$ cat src/rtl/watershed_from_gray_marker_core_defines.svh
// Assertion macros shared by the watershed core.
`ifndef WATERSHED_FROM_GRAY_MARKER_CORE_DEFINES_SVH
`define WATERSHED_FROM_GRAY_MARKER_CORE_DEFINES_SVH

// Same-cycle implication, checked outside reset.
`define WGM_ASSERT_NOW(name, ante, cons) \
    name: assert property (@(posedge aclk) disable iff (!aresetn) (ante) |-> (cons)) \
        else $error("watershed core check failed");

// Next-cycle implication, checked outside reset.
`define WGM_ASSERT_NEXT(name, ante, cons) \
    name: assert property (@(posedge aclk) disable iff (!aresetn) (ante) |=> (cons)) \
        else $error("watershed core check failed");

`endif

$ cat src/rtl/wgm_pkg.sv
// Types, codes and the neighbor offset table of the watershed core.
package wgm_pkg;

    typedef enum logic [3:0] {
        ST_IDLE,
        ST_READ,
        ST_CLRB,
        ST_INIT_RD,
        ST_INIT_B,
        ST_INS_WR,
        ST_INS_LINK,
        ST_SCAN_RD,
        ST_SCAN_CHK,
        ST_P_RD,
        ST_P_UL,
        ST_NB_SET,
        ST_NB_EVAL,
        ST_UQ_RD,
        ST_UQ_WR,
        ST_CONQ
    } state_t;

    localparam logic REQ_LOAD = 1'b0;
    localparam logic REQ_READ = 1'b1;

    localparam logic [1:0] CFG_WIDTH  = 2'd0;
    localparam logic [1:0] CFG_HEIGHT = 2'd1;
    localparam logic [1:0] CFG_MODE   = 2'd2;

    localparam logic MODE_FOUR  = 1'b0;
    localparam logic MODE_EIGHT = 1'b1;

    localparam logic [3:0] NBR4_COUNT = 4'd4;
    localparam logic [3:0] NBR8_COUNT = 4'd8;

    localparam logic [1:0] STEP_NEG  = 2'b11;
    localparam logic [1:0] STEP_ZERO = 2'b00;
    localparam logic [1:0] STEP_POS  = 2'b01;

    typedef struct packed {
        logic [1:0] dx;
        logic [1:0] dy;
    } nbr_off_t;

    function automatic nbr_off_t nbr_offset(input logic mode, input logic [3:0] k);
        logic [2:0] idx;
        nbr_off_t o;
        if (mode == MODE_EIGHT) begin
            idx = k[2:0];
        end else begin
            unique case (k[1:0])
                2'd0: idx = 3'd1;
                2'd1: idx = 3'd3;
                2'd2: idx = 3'd4;
                default: idx = 3'd6;
            endcase
        end
        unique case (idx)
            3'd0: o = '{dx: STEP_NEG,  dy: STEP_NEG};
            3'd1: o = '{dx: STEP_ZERO, dy: STEP_NEG};
            3'd2: o = '{dx: STEP_POS,  dy: STEP_NEG};
            3'd3: o = '{dx: STEP_NEG,  dy: STEP_ZERO};
            3'd4: o = '{dx: STEP_POS,  dy: STEP_ZERO};
            3'd5: o = '{dx: STEP_NEG,  dy: STEP_POS};
            3'd6: o = '{dx: STEP_ZERO, dy: STEP_POS};
            default: o = '{dx: STEP_POS,  dy: STEP_POS};
        endcase
        return o;
    endfunction

endpackage

$ cat src/rtl/wgm_nbr.sv
// Neighbor address unit: bounds check and raster address of one neighbor.
module wgm_nbr import wgm_pkg::*; #(
    parameter int IDXW = 16,
    parameter int XW   = 8,
    parameter int YW   = 8,
    parameter int WW   = 9,
    parameter int HW   = 9
) (
    input  logic [IDXW-1:0] p,
    input  logic [XW-1:0]   x,
    input  logic [YW-1:0]   y,
    input  logic [WW-1:0]   wcol,
    input  logic [HW-1:0]   hrow,
    input  logic            mode,
    input  logic [3:0]      k,
    output logic            in_image,
    output logic [IDXW-1:0] q
);

    nbr_off_t        off;
    logic [IDXW-1:0] wq;
    logic [IDXW-1:0] row_base;

    always_comb begin
        off = nbr_offset(mode, k);
        wq  = IDXW'(wcol);
        in_image = !((off.dx == STEP_NEG) && (x == '0))
                && !((off.dx == STEP_POS) && ((WW'(x) + WW'(1)) == wcol))
                && !((off.dy == STEP_NEG) && (y == '0))
                && !((off.dy == STEP_POS) && ((HW'(y) + HW'(1)) == hrow));
        if (off.dy == STEP_NEG) begin
            row_base = p - wq;
        end else if (off.dy == STEP_POS) begin
            row_base = p + wq;
        end else begin
            row_base = p;
        end
        if (off.dx == STEP_NEG) begin
            q = row_base - IDXW'(1);
        end else if (off.dx == STEP_POS) begin
            q = row_base + IDXW'(1);
        end else begin
            q = row_base;
        end
    end

endmodule

$ cat config.mk
export PLATFORM = sky130hd
export DESIGN_NAME = wgm_nbr
export DESIGN_NICKNAME = d
export VERILOG_FILES = /design/src/rtl/watershed_from_gray_marker_core_defines.svh /design/src/rtl/wgm_pkg.sv /design/src/rtl/wgm_nbr.sv
export SDC_FILE = /design/constraint.sdc
export NUM_CORES = 1
export LEC_CHECK = 0
export BUFFER_PORTS_ARGS = -buffer_cell sky130_fd_sc_hd__buf_2
export CAP_MARGIN = 20
export CORE_AREA = 5 5 81 83
export DETAILED_ROUTE_END_ITERATION = 12
export DIE_AREA = 0 0 86 88
export PLACE_DENSITY = 0.78
export REMOVE_ABC_BUFFERS = 1
export SLEW_MARGIN = 20
export SYNTH_ARGS = -nofsm -noshare
export SYNTH_HDL_FRONTEND = slang
export SYNTH_SLANG_ARGS = --single-unit
export TNS_END_PERCENT = 20
$ cat constraint.sdc
create_clock -name vclk -period 3.08
set_clock_uncertainty 0.2 [all_clocks]
set_input_delay 0.308 -clock vclk [all_inputs]
set_output_delay 0.308 -clock vclk [all_outputs]
set_load 0.02 [all_outputs]
==> metrics.md <==
| Metric | Value |
|---|---|
| Critical path, cell by cell | buf_8, buf_6, ha_4, fa_2, nand2b_4, a2111oi_4, o211ai_2, buf_4, a21o_1, a221oi_4, nor3b_4, and4_4, o2bb2ai_4, xnor2_1, buf_4 |
| Final setup margin | -0.686 ns |
| Status | finished with violations |
| Sequential share of the synthesized area | 0 |
| DRT antenna net count | 0 |
| Max incr delay on CP | 0.46 ns |
| Failing checks | negative setup slack |
| Pre-antenna DRT Iters | 6 |
| Largest net degree at the start of global routing | 12 |
| Port Buffers | 71 |
| Yosys top cell by area | ha_1 |
| Post-route cell area | 4560 um2 |
| Layout cells sized above 1 | 0.492 |
| Cell count after synthesis | 391 |
| Mapped Avg Cell Area | 7.16 um2 |
| GRT overflow | 0 |
| Top post-synthesis cells by area | ha_1 (11%), xnor2_1 (7.8%), a21oi_1 (4.1%) |
| Critical path fanouts, max | 4 |
| CP max-delay cell | a2111oi_4 |
| Hpwl dp | 8.00 mm |
| Total wire length | 12.0 mm |
| Post-place instance area | 3990 um2 |
| Required @ worst endpoint | 2.57 ns |
| Number of max-cap violations | 0 |
| Min-Delay Path Class | input pin to output port |
| Initial antenna violation count | 0 |
| Slew Viols, Final | 0 |
| Die width | 86 um |
| Hold Buf Count CTS | 0 |
| Die height | 88 um |
| WL per Instance | 18.3 um |
| Post-Syn Area | 2800 um2 |
| Worst path arrival time | 3.26 ns |
| Final period util | 1.22 |
| GP Congestion | 0.948 |
| ANT cells | 0 |
| Clock share of power | 0 |
| Area of the multi-input gates | 2910 um2 |
| Post-Place Worst Slack | -0.794 ns |
| Die area | 7570 um2 |
| Sw Pwr | 0.000513 W |
| Final hold vios | 0 |
| Worst Tran Pin Value | 0.623 ns |
| FFs & Latches | 0 |
| Yosys top cell area share | 0.107 |
| Kind of end point of the critical path | output port |
| Vias in the first global route | 4,055 |
| WS Path Type | input pin to output port |
| Slew headroom | 0.582 |
| Final setup viols | 13 |
| Fin util | 0.789 |
| Setup crit start kind | input pin |
| Most frequent CP cell | buf_4 |
| # DRC | 0 |
| Max Clock Freq | 0.266 GHz |
| NumNets Final | 662 |
| VDD IR max | 0.134 mV |
| Yosys warning total | 0 |
| Int Power | 0.000479 W |
| Area Growth Syn to Fin | 62.9% |
| Core area | 5780 um2 |
| Gr usage total | 0.281 |
| First-pass GRT wire length | 17.9 mm |
| Initial Utilization | 0.484 |
| P per Cell Area | 218 nW/um2 |
| Vias | 4,074 |
| Clkbuf count | 0 |
| Fin crit period | 3.77 ns |
| FP Rows | 28 |
| Post-synth cell types | 84 |
| Static leakage | 2.02 nW |
| Part of the power in registers | 0 |
| Register area | 0 um2 |
| # fillers | 369 |
| Top Ports | 72 |
| Switching share of power | 0.517 |
| RSZ-0062 raised after global routing | yes |
| Gate power share | 1.000 |
| Via/cell ratio | 6.23 |
| Drt initial violations | 396 |
## area by class of cell
type,instances,share of cell area
multi-input combinational,347,0.639
timing repair buffer,203,0.315
inverter,29,0.0255
tap,75,0.0206
## per-layer routing
| metal | share of wire | track usage | wire length (um) |
|---|---|---|---|
| met1 | 0.37 | 0.310 | 4380 |
| met2 | 0.50 | 0.532 | 5940 |
| met3 | 0.086 | 0.0395 | 1030 |
| met4 | 0.051 | 0.125 | 605 |
| met5 | 0 | 0 | 0 |
## metrics by stage
| stage | hold slack (ns) | power [W] | std cells | setup TNS, ns |
|---|---|---|---|---|
| 2_1_floorplan | 0.584 | 0.000435 | 376 | -3.06 |
| 3_3_place_gp | 0.838 | 0.000772 | 637 | -6.22 |
| 3_5_place_dp | 0.844 | 0.000799 | 637 | -7.19 |
| 4_1_cts | 0.843 | 0.000897 | 647 | -4.87 |
| 5_1_grt | 0.872 | 0.00105 | 654 | -8.33 |
| 6_report | 0.844 | 0.000993 | 654 | -6.64 |
## power groups by stage
stage	registers, W	logic (W)	clock network, W
6_report	0	0.000993	0
4_1_cts	0	0.000897	0
5_1_grt	0	0.00105	0
3_3_place_gp	0	0.000772	0
3_5_place_dp	0	0.000799	0
2_1_floorplan	0	0.000435	0
## kinds of logic (layout without fill, tap and decap cells)
kind of cell	Yosys count	count (layout)	synth area share
AOI/OAI and AO/OA	129	129	0.350
xor gates and xnor gates	38	38	0.119
adders and majority gates	26	26	0.122
buffers and inverters	44	232	0.0827
muxes	5	5	0.0188
and+or+nand+nor	149	149	0.308
## worst paths after layout
check / start / to / slack (ns) / cells past startpoint
min: hrow[8] / in_image / 0.84 / 4
max: p[0] / q[15] / -0.69 / 15
## worst max-delay path: cells and delay by family
kind | cells | cell delay, ns
AO/OA/AOI/OAI | 5 | 1.29
XOR/XNOR | 1 | 0.15
adder cells (fa/ha/maj) | 2 | 0.40
buffers and inverters | 4 | 0.53
AND/OR/NAND/NOR | 3 | 0.59
## Yosys cell counts, types with 6 or more instances
master    n
ha_1     24
nor3_1   15
nor2_1   26
nor2b_1   9
o21a_1    6
nand3_1  16
o21ai_0  23
a31oi_1   9
or3_1     6
xnor2_1  25
nand4_1   6
inv_1    28
a21oi_1  23
and2_1    7
nand2_1  22
xor2_1   13
and3_1    7
## placed cells by master (no fill, tap or decap), types with 3 or more instances in the layout
cell	instances
a211oi_1	3
a21o_1	3
a21oi_1	16
a21oi_2	7
a22oi_2	3
a31oi_1	9
and2_1	4
and3_1	6
buf_2	51
buf_4	143
buf_6	7
ha_1	15
ha_4	7
inv_1	24
inv_2	3
mux2i_1	3
nand2_1	22
nand3_1	14
nand3b_1	5
nand4_1	6
nor2_1	24
nor2b_1	9
nor3_1	14
nor3b_1	3
nor4_1	3
nor4b_2	3
o211ai_1	4
o21a_1	6
o21ai_0	17
o21ai_1	7
o21ai_2	3
o22ai_1	3
o31a_1	4
or3_1	5
xnor2_1	24
xor2_1	13
## timing repair
| item | in CTS | in global routing |
|---|---|---|
| setup endpoints to repair | 14 | 14 |
| resized for setup | 69 | 33 |
| buffers inserted | 10 | 7 |
| pin swaps | 42 | 24 |
Note: power is estimated with default switching activity, not from simulation.
